**src/hdl/assert_macros.svh**
```systemverilog
// Assertion macros shared by the RTL; empty when synthesized.
`ifndef ASSERT_MACROS_SVH
`define ASSERT_MACROS_SVH

`ifndef SYNTHESIS
`define DPSD_ASSERT_ALWAYS(lbl, clk, rstn, prop) \
  lbl: assert property (@(posedge clk) disable iff (!rstn) prop) \
    else $error("assertion failed: property violated");
`define DPSD_ASSERT_NEVER(lbl, clk, rstn, expr) \
  lbl: assert property (@(posedge clk) disable iff (!rstn) !(expr)) \
    else $error("assertion failed: forbidden condition seen");
`else
`define DPSD_ASSERT_ALWAYS(lbl, clk, rstn, prop)
`define DPSD_ASSERT_NEVER(lbl, clk, rstn, expr)
`endif

`endif

```
**src/hdl/dpsd_pkg.sv**
```systemverilog
// Types and constants of the page-split descriptor generator.
`default_nettype none
package dpsd_pkg;

  localparam int ADDR_W          = 64;
  localparam int LEN_W           = 25;
  localparam int IDX_W           = 3;
  localparam int CNT_W           = 12;
  localparam int STAT_W          = 2;
  localparam int USED_W          = 4;
  localparam int ADDR_HIGH_SHIFT = 32;

  typedef enum logic [STAT_W-1:0] {
    ST_OK         = 2'd0,
    ST_ADDR_WIDE  = 2'd1,
    ST_FRAGMENTED = 2'd2
  } status_t;

  typedef enum logic {
    BK_IDLE,
    BK_RUN
  } bk_state_t;

  // One buffer request as it travels through the queue.
  typedef struct packed {
    logic [ADDR_W-1:0] addr;
    logic [LEN_W-1:0]  len;
    logic              zero_len;
  } cmd_t;

  typedef struct packed {
    logic              entry_valid;
    logic [IDX_W-1:0]  entry_index;
    logic [ADDR_W-1:0] entry_address;
    logic [CNT_W-1:0]  entry_count_minus_one;
    logic              interrupt_on_done;
    status_t           status;
    logic [USED_W-1:0] entries_used;
    logic              last;
  } result_t;

  // Queue handshake toward the sequencer.
  typedef struct packed {
    logic head_valid;
    logic full;
  } fifo_stat_t;

endpackage
`default_nettype wire

```
**src/hdl/dpsd_front.sv**
```systemverilog
// Front stage: accept a buffer beat, classify it and hand it to the queue.
`default_nettype none
module dpsd_front (
  input  wire logic                        clk,
  input  wire logic                        rst_n,
  input  wire logic                        in_valid,
  output logic                             in_ready,
  input  wire logic [dpsd_pkg::ADDR_W-1:0] in_buffer_address,
  input  wire logic [dpsd_pkg::LEN_W-1:0]  in_byte_length,
  output logic                             push_valid,
  input  wire logic                        push_ready,
  output dpsd_pkg::cmd_t                   push_cmd
);

  logic           vld_r;
  logic           vld_nxt;
  dpsd_pkg::cmd_t cmd_r;
  logic           take;

  assign in_ready   = !vld_r || push_ready;
  assign take       = in_valid && in_ready;
  assign push_valid = vld_r;
  assign push_cmd   = cmd_r;

  always_comb begin
    vld_nxt = vld_r;
    if (take) begin
      vld_nxt = 1'b1;
    end else if (push_ready) begin
      vld_nxt = 1'b0;
    end
  end

  always_ff @(posedge clk) begin
    if (!rst_n) begin
      vld_r <= 1'b0;
    end else begin
      vld_r <= vld_nxt;
    end
  end

  always_ff @(posedge clk) begin
    if (take) begin
      cmd_r.addr     <= in_buffer_address;
      cmd_r.len      <= in_byte_length;
      cmd_r.zero_len <= (in_byte_length == '0);
    end
  end

endmodule
`default_nettype wire

```
**src/hdl/dpsd_cmd_fifo.sv**
```systemverilog
// Two-entry command queue between the front stage and the sequencer.
`default_nettype none
module dpsd_cmd_fifo (
  input  wire logic           clk,
  input  wire logic           rst_n,
  input  wire logic           push,
  input  wire dpsd_pkg::cmd_t push_cmd,
  input  wire logic           pop,
  output dpsd_pkg::cmd_t      head_cmd,
  output dpsd_pkg::fifo_stat_t stat
);

  localparam int DEPTH = 2;

  dpsd_pkg::cmd_t mem_r [DEPTH];
  logic           wr_ptr_r;
  logic           wr_ptr_nxt;
  logic           rd_ptr_r;
  logic           rd_ptr_nxt;
  logic [1:0]     count_r;
  logic [1:0]     count_nxt;
  logic           do_push;
  logic           do_pop;

  assign stat.full       = (count_r == 2'(DEPTH));
  assign stat.head_valid = (count_r != 2'd0);
  assign head_cmd        = mem_r[rd_ptr_r];

  assign do_push = push && !stat.full;
  assign do_pop  = pop && stat.head_valid;

  always_comb begin
    wr_ptr_nxt = do_push ? ~wr_ptr_r : wr_ptr_r;
    rd_ptr_nxt = do_pop ? ~rd_ptr_r : rd_ptr_r;
    count_nxt  = count_r;
    if (do_push && !do_pop) begin
      count_nxt = count_r + 2'd1;
    end else if (do_pop && !do_push) begin
      count_nxt = count_r - 2'd1;
    end
  end

  always_ff @(posedge clk) begin
    if (!rst_n) begin
      wr_ptr_r <= 1'b0;
      rd_ptr_r <= 1'b0;
      count_r  <= 2'd0;
    end else begin
      wr_ptr_r <= wr_ptr_nxt;
      rd_ptr_r <= rd_ptr_nxt;
      count_r  <= count_nxt;
    end
  end

  always_ff @(posedge clk) begin
    if (do_push) begin
      mem_r[wr_ptr_r] <= push_cmd;
    end
  end

endmodule
`default_nettype wire

```
**src/hdl/dpsd_back.sv**
```systemverilog
// Sequencer: cut a buffer into page descriptors, one per unstalled cycle.
`default_nettype none
module dpsd_back #(
  parameter int PAGE_BYTES    = 4096,
  parameter int TABLE_ENTRIES = 8
) (
  input  wire logic                 clk,
  input  wire logic                 rst_n,
  input  wire logic                 wide_addressing,
  input  wire dpsd_pkg::cmd_t       head_cmd,
  input  wire dpsd_pkg::fifo_stat_t fifo_stat,
  output logic                      pop,
  output logic                      out_vld,
  input  wire logic                 out_rdy,
  output dpsd_pkg::result_t         out_res
);

  localparam int PB  = $clog2(PAGE_BYTES);
  localparam int N_W = $clog2(TABLE_ENTRIES + 1);

  dpsd_pkg::bk_state_t state_r;
  dpsd_pkg::bk_state_t state_nxt;

  logic [dpsd_pkg::ADDR_W-1:0] addr_r;
  logic [dpsd_pkg::LEN_W-1:0]  rem_r;
  logic                        zero_r;
  logic [N_W-1:0]              n_r;
  dpsd_pkg::result_t           res_r;
  logic                        res_vld_r;
  logic                        res_vld_nxt;

  logic                        slot_free;
  logic                        load;
  logic                        emit;
  logic [PB:0]                 room;
  logic [dpsd_pkg::LEN_W-1:0]  room_ext;
  logic [dpsd_pkg::LEN_W-1:0]  chunk;
  logic [dpsd_pkg::LEN_W-1:0]  chunk_m1;
  logic                        final_chunk;
  logic                        too_wide;
  logic [N_W-1:0]              n_inc;
  logic                        table_full;
  dpsd_pkg::result_t           res;

  assign slot_free = !res_vld_r || out_rdy;
  assign out_vld   = res_vld_r;
  assign out_res   = res_r;

  // Chunk runs to the end of the current page or the end of the buffer.
  assign room        = (PB+1)'(PAGE_BYTES) - {1'b0, addr_r[PB-1:0]};
  assign room_ext    = dpsd_pkg::LEN_W'(room);
  assign final_chunk = (rem_r <= room_ext);
  assign chunk       = final_chunk ? rem_r : room_ext;
  assign chunk_m1    = chunk - dpsd_pkg::LEN_W'(1);
  assign too_wide    = !wide_addressing &&
                       (addr_r[dpsd_pkg::ADDR_W-1:dpsd_pkg::ADDR_HIGH_SHIFT] != '0);
  assign n_inc       = n_r + N_W'(1);
  assign table_full  = (n_inc == N_W'(TABLE_ENTRIES));

  always_comb begin
    res = '0;
    if (zero_r) begin
      res.last = 1'b1;
    end else if (too_wide) begin
      res.entry_index   = dpsd_pkg::IDX_W'(n_r);
      res.entry_address = addr_r;
      res.status        = dpsd_pkg::ST_ADDR_WIDE;
      res.entries_used  = dpsd_pkg::USED_W'(n_r);
      res.last          = 1'b1;
    end else begin
      res.entry_valid           = 1'b1;
      res.entry_index           = dpsd_pkg::IDX_W'(n_r);
      res.entry_address         = addr_r;
      res.entry_count_minus_one = chunk_m1[dpsd_pkg::CNT_W-1:0];
      res.interrupt_on_done     = final_chunk;
      res.status                = (!final_chunk && table_full) ?
                                  dpsd_pkg::ST_FRAGMENTED : dpsd_pkg::ST_OK;
      res.entries_used          = dpsd_pkg::USED_W'(n_inc);
      res.last                  = final_chunk || table_full;
    end
  end

  always_comb begin
    state_nxt = state_r;
    unique case (state_r)
      dpsd_pkg::BK_IDLE: begin
        if (fifo_stat.head_valid) begin
          state_nxt = dpsd_pkg::BK_RUN;
        end
      end
      dpsd_pkg::BK_RUN: begin
        if (slot_free && res.last) begin
          state_nxt = dpsd_pkg::BK_IDLE;
        end
      end
      default: state_nxt = dpsd_pkg::BK_IDLE;
    endcase
  end

  always_comb begin
    load = 1'b0;
    emit = 1'b0;
    unique case (state_r)
      dpsd_pkg::BK_IDLE: load = fifo_stat.head_valid;
      dpsd_pkg::BK_RUN:  emit = slot_free;
      default: begin
        load = 1'b0;
        emit = 1'b0;
      end
    endcase
  end

  assign pop = load;

  always_comb begin
    res_vld_nxt = res_vld_r;
    if (emit) begin
      res_vld_nxt = 1'b1;
    end else if (out_rdy) begin
      res_vld_nxt = 1'b0;
    end
  end

  always_ff @(posedge clk) begin
    if (!rst_n) begin
      state_r   <= dpsd_pkg::BK_IDLE;
      res_vld_r <= 1'b0;
    end else begin
      state_r   <= state_nxt;
      res_vld_r <= res_vld_nxt;
    end
  end

  // Advance the walk after every emitted descriptor.
  always_ff @(posedge clk) begin
    if (load) begin
      addr_r <= head_cmd.addr;
      rem_r  <= head_cmd.len;
      zero_r <= head_cmd.zero_len;
      n_r    <= '0;
    end else if (emit) begin
      addr_r <= addr_r + dpsd_pkg::ADDR_W'(chunk);
      rem_r  <= rem_r - chunk;
      n_r    <= n_inc;
    end
  end

  always_ff @(posedge clk) begin
    if (emit) begin
      res_r <= res;
    end
  end

endmodule
`default_nettype wire

```
**src/hdl/dma_page_split_descriptor_gen_unit.sv**
```systemverilog
// Top level of the page-split scatter-gather descriptor generator.
// Path of a beat: front-stage register, queue, sequencer load, output register.
// The sequencer loads each buffer, then gives one descriptor per cycle while
// out_ready does not stall it, with at most TABLE_ENTRIES results per buffer.
// The front stage and a two-entry queue take further buffers while one is walked.
// Reset clears wide addressing to 0 and empties the front stage, queue and sequencer.
`default_nettype none
`include "assert_macros.svh"
module dma_page_split_descriptor_gen_unit #(
  parameter int PAGE_BYTES    = 4096,
  parameter int TABLE_ENTRIES = 8
) (
  input  wire logic                        clk,
  input  wire logic                        rst_n,
  input  wire logic                        cfg_valid,
  output logic                             cfg_ready,
  input  wire logic                        cfg_wide_addressing,
  input  wire logic                        in_valid,
  output logic                             in_ready,
  input  wire logic [dpsd_pkg::ADDR_W-1:0] in_buffer_address,
  input  wire logic [dpsd_pkg::LEN_W-1:0]  in_byte_length,
  output logic                             out_valid,
  input  wire logic                        out_ready,
  output logic                             out_entry_valid,
  output logic [dpsd_pkg::IDX_W-1:0]       out_entry_index,
  output logic [dpsd_pkg::ADDR_W-1:0]      out_entry_address,
  output logic [dpsd_pkg::CNT_W-1:0]       out_entry_count_minus_one,
  output logic                             out_interrupt_on_done,
  output logic [dpsd_pkg::STAT_W-1:0]      out_status,
  output logic [dpsd_pkg::USED_W-1:0]      out_entries_used,
  output logic                             out_last
);

  logic                 wide_r;
  logic                 wide_nxt;
  logic                 push_valid;
  dpsd_pkg::cmd_t       push_cmd;
  dpsd_pkg::cmd_t       head_cmd;
  dpsd_pkg::fifo_stat_t fifo_stat;
  logic                 pop;
  dpsd_pkg::result_t    res;

  assign cfg_ready = 1'b1;
  assign wide_nxt  = (cfg_valid && cfg_ready) ? cfg_wide_addressing : wide_r;

  always_ff @(posedge clk) begin
    if (!rst_n) begin
      wide_r <= 1'b0;
    end else begin
      wide_r <= wide_nxt;
    end
  end

  dpsd_front u_front (
    .clk               (clk),
    .rst_n             (rst_n),
    .in_valid          (in_valid),
    .in_ready          (in_ready),
    .in_buffer_address (in_buffer_address),
    .in_byte_length    (in_byte_length),
    .push_valid        (push_valid),
    .push_ready        (!fifo_stat.full),
    .push_cmd          (push_cmd)
  );

  dpsd_cmd_fifo u_fifo (
    .clk      (clk),
    .rst_n    (rst_n),
    .push     (push_valid),
    .push_cmd (push_cmd),
    .pop      (pop),
    .head_cmd (head_cmd),
    .stat     (fifo_stat)
  );

  dpsd_back #(
    .PAGE_BYTES    (PAGE_BYTES),
    .TABLE_ENTRIES (TABLE_ENTRIES)
  ) u_back (
    .clk             (clk),
    .rst_n           (rst_n),
    .wide_addressing (wide_r),
    .head_cmd        (head_cmd),
    .fifo_stat       (fifo_stat),
    .pop             (pop),
    .out_vld         (out_valid),
    .out_rdy         (out_ready),
    .out_res         (res)
  );

  assign out_entry_valid           = res.entry_valid;
  assign out_entry_index           = res.entry_index;
  assign out_entry_address         = res.entry_address;
  assign out_entry_count_minus_one = res.entry_count_minus_one;
  assign out_interrupt_on_done     = res.interrupt_on_done;
  assign out_status                = res.status;
  assign out_entries_used          = res.entries_used;
  assign out_last                  = res.last;

  `DPSD_ASSERT_ALWAYS(a_mid_is_clean, clk, rst_n, (out_valid && !out_last) |-> (out_entry_valid && out_status == dpsd_pkg::ST_OK))
  `DPSD_ASSERT_ALWAYS(a_err_ends_run, clk, rst_n, (out_valid && out_status != dpsd_pkg::ST_OK) |-> out_last)
  `DPSD_ASSERT_NEVER(a_irq_only_final, clk, rst_n, out_valid && out_interrupt_on_done && !(out_last && out_entry_valid && out_status == dpsd_pkg::ST_OK))

endmodule
`default_nettype wire
```
**config.mk**
```make
export PLATFORM = sky130hd
export DESIGN_NAME = dma_page_split_descriptor_gen_unit
export DESIGN_NICKNAME = d
export VERILOG_FILES = /design/src/hdl/dpsd_pkg.sv /design/src/hdl/dpsd_front.sv /design/src/hdl/dpsd_cmd_fifo.sv /design/src/hdl/dpsd_back.sv /design/src/hdl/dma_page_split_descriptor_gen_unit.sv
export VERILOG_INCLUDE_DIRS = /design/src /design/src/hdl
export SDC_FILE = /design/constraint.sdc
export NUM_CORES = 1
export LEC_CHECK = 0
export BUFFER_PORTS_ARGS = -buffer_cell sky130_fd_sc_hd__buf_2
export CORE_ASPECT_RATIO = 1.75
export CORE_MARGIN = 5
export CORE_UTILIZATION = 60
export CTS_BUF_LIST = sky130_fd_sc_hd__clkbuf_16
export DETAILED_ROUTE_END_ITERATION = 10
export PLACE_DENSITY_LB_ADDON = 0.2
export RECOVER_POWER = 50
export SLEW_MARGIN = 20
export SYNTH_ARGS = -nofsm -noshare
export SYNTH_HDL_FRONTEND = slang
export SYNTH_SLANG_ARGS = --single-unit
```
**constraint.sdc**
```tcl
create_clock -name clk -period 7.4 [get_ports clk]
set_input_delay 1.48 -clock clk [delete_from_list [all_inputs] [get_ports clk]]
set_output_delay 1.48 -clock clk [all_outputs]
set_load 0.02 [all_outputs]
```
==> results.md <==
* CTS tree: done
* Overall die height at about 250 microns
* First-pass GRT wire length at about 70000 microns
* Overflow after GRT at 0
* Max-cap violations at 7
* Core ar. at between 30000 and 40000 sq um
* Slew margin rel. at -179.0%
* Syn. warnings at 0
* Reg-to-reg endpoint: u_back.addr_r[50]
* Cell depth of the worst hold path at 0
* Layout Nets at 1874
* Synth-to-Final Area Change at 13.18%
* Post-route ant nets at 0
* Post-CTS setup buffer count at 0
* # H-tree levels at 2
* Ys flop type: edfxtp_1
* Hold Path Sink: u_fifo.mem_r[1][28]
* Buffers on Ports at between 150 and 200
* Post-synthesis mux area share at under 10%
* Failing checks: capacitance limit, slew limit
* Reg clk slew, reported paths at roughly 70 ps
* LEAKAGE at between 8 and 9 nW
* Main combinational cell family by area after synthesis: simple AND/OR/NAND/NOR gates
* Compound-Gate Fraction of Synth Area at between 10% and 20%
* Final min period at 6943 ps
* CP required at 7800 ps
* Flop2flop setup slack at between 400 and 500 ps
* DRT Pass-1 Iters at 5
* Largest net degree at the start of global routing at 90
* Cell type with the largest total area after synthesis: edfxtp_1
* Syn_area_per_cell at roughly 14 sq um
* Reg-to-Reg Start: u_back.addr_r[1]
* DRT iter0 DRCs at around 810
* Simple-gate share of the synthesized area at a little over a tenth
* Total wire length at about 47000 microns
* Syn Inst Count at 1519
* Max IR drop VDD at roughly 0.27 mV
* Pre-CTS setup slack at a little over 300 ps
* DR vias/cell at between 5 and 6
* Worst hold start: u_front.push_cmd[28]
* # diodes at 0
* Final Skew at 20.71 ps
* Final hold viol count at 0
* Post-route setup slack at 457.0 ps
* Pins Over Slew Limit at about 370
* Die Wd at 149.8 microns
* Count leader, synth: edfxtp_1
* Largest cells by area after synthesis: edfxtp_1, nor2b_1, ha_1
* Cell Rows at around 90
* Worst-path fanout max at 15
* Distinct cells, synth at between 60 and 70
* R2R depth at 25
* Outcome: complete, but fails checks
* Post-synth EDFFs at 448
* Post-synth ARST share at 0%
* DP Wirelength at roughly 33000 microns
* Vias in the first global route at 13101
* Final critical-path share of the clock period at between 90 and 100%
* PnR Total Power at around 11 mW
* Initial antenna violation count at 0
* Area share of the largest cell type after synthesis at around two thirds
* Fill cell count at 2377
* Setup Viol. Count Final at 0
* Critical Setup Path Class: reg2reg
* Clock buffer depth at 3
* RSZ-0062 raised after global routing: false
* Pwr per Cell Area at roughly 460 nW/um^2
* Clk_lat worst skew at 560 ps
* Setup TNS after final layout at 0 ps
* Synthesized area at between 20000 and 25000 sq um
* Clock sink count at 461
* Arr. time, crit path at around 7400 ps
* Hold crit path type: reg2reg
* Root buf cell: clkbuf_16
* Initial core utilization at approximately three fifths
* DR vias at roughly 13000
* Fin util at between 60% and 70%
* Synth cell count leaders: edfxtp_1, nor2b_1, a21oi_1
* Fmax at 144.0 MHz
* #FFs+latches synth at roughly 460
* Global-route usage over all layers at around a quarter
* Die area at roughly 38000 sq um
* Worst Setup End Kind: flop
* Post-route DRC at 0
* GP Congestion at between 0.9 and 1
* Layout cells sized above 1 at between 10% and 20%
* Io pins at about 190
* Worst slew pin tran at about 4200 ps
* CTS Buf Count at 40
* Startpoint types: flop
* Sequential-to-total area share from yosys stat at about two thirds
* Adder-Cell Fraction of Synth Area at about 3.5%
* Wire length per cell at 21.35 microns
* Xor and xnor area share after synthesis at 4.095%
* Layout Cells excl Fill at ~2200
* Cells after DPL at about 2100
critical path, stage by stage (launching register included):
cell	delay, ps
edfxtp_1	500
inv_1	190
ha_1	240
nor3b_1	210
buf_4	170
nand2_1	130
nor2_1	160
xor2_1	360
ha_1	320
a21o_1	160
a21o_1	160
a21oi_1	180
o2111ai_1	300
nand2_2	380
buf_4	250
mux2i_1	420
inv_1	130
ha_1	390
and3_1	230
a41o_1	200
o21a_4	140
o2111ai_2	150
a21o_4	340
a2111oi_4	440
or4b_1	470
a31oi_1	170
power breakdown:
part | leakage, nW | switching (mW) | internal, mW
clock network | 0.640 | 0.948 | 1.08
registers | 4.33 | 0.550 | 3.88
logic | 3.16 | 2.71 | 1.64
total | 8.12 | 4.21 | 6.60
metrics by stage:
step           hold slack [ps]  area (sq um)
6_report                 440.2         23240
5_1_grt                  455.5         23240
2_1_floorplan            421.5         20570
4_1_cts                  441.3         23310
3_5_place_dp             430.4         22050
3_3_place_gp             421.6         22050
layout make-up:
class	count	area, sq um	area share, %
clock inverters	32	265.3	1.142
clock buffers	40	1001	4.308
repair buffers	204	1017	4.378
inverters	52	196.4	0.8454
multi-input cells	963	6475	27.86
well taps	455	569.3	2.450
flip-flops and latches	461	13710	59.01
cell usage in the layout, fill, tap and decap left out, drive strengths merged, types with 29 or more instances in the layout:
master / Yosys / final
edfxtp: 448 / 448
buf: 6 / 170
nor2b: 118 / 118
a21oi: 107 / 107
nor2: 86 / 86
nand2: 76 / 76
clkbuf: 48 / 74
xnor2: 73 / 73
a211oi: 69 / 69
inv: 51 / 59
ha: 55 / 55
o21ai: 49 / 49
mux2i: 43 / 43
nand3: 29 / 29
flip-flops by register name (all words and copies together) (netlist names), 2 cells and up, named ones only:
name,flops
u_back.rem_r,25
u_front.push_cmd,90
u_back.n_r,4
u_back.out_res,88
u_fifo.mem_r,180
u_back.addr_r,64
u_fifo.count_r,2
worst max-delay path by stage:
| stage | from | endpoint | slack [ps] | cells past startpoint |
|---|---|---|---|---|
| after floorplan | u_back.addr_r[1] | u_back.addr_r[50] | 1170 | 27 |
| after global placement | u_back.addr_r[1] | u_back.addr_r[53] | 350 | 24 |
| after detailed placement | u_back.addr_r[1] | u_back.addr_r[50] | 310 | 25 |
| after CTS | u_back.addr_r[1] | u_back.addr_r[63] | 270 | 24 |
| after global routing | u_back.addr_r[1] | u_back.rem_r[22] | 5 | 26 |
| final | u_back.addr_r[1] | u_back.addr_r[50] | 460 | 25 |
what timing repair did:
| item | in CTS | in global routing |
|---|---|---|
| resized for setup | 0 | 2 |
| endpoints found under the setup margin | 0 | 23 |
| hold buffers | 0 | 0 |
cells by family (layout without fill, tap and decap cells):
kind of cell    count (synthesis)  count (layout)
flops                         461             461
simple gates                  430             430
compound gates                316             316
buf+inv                       106             328
xor+xnor                       96              96
fa+ha+maj                      57              57
mux                            51              51
other cells                     2              13
layer usage:
layer  wire [microns]  GRT usage [%]  vias to the layer above
met2            26340          47.74                      419
met1            16660          27.00                     6235
li1                 -              -                     6096
met4             2038          9.971                        0
met5                0              0                        -
met3             2082          2.987                      114
Power figures use the tool's default switching activity.
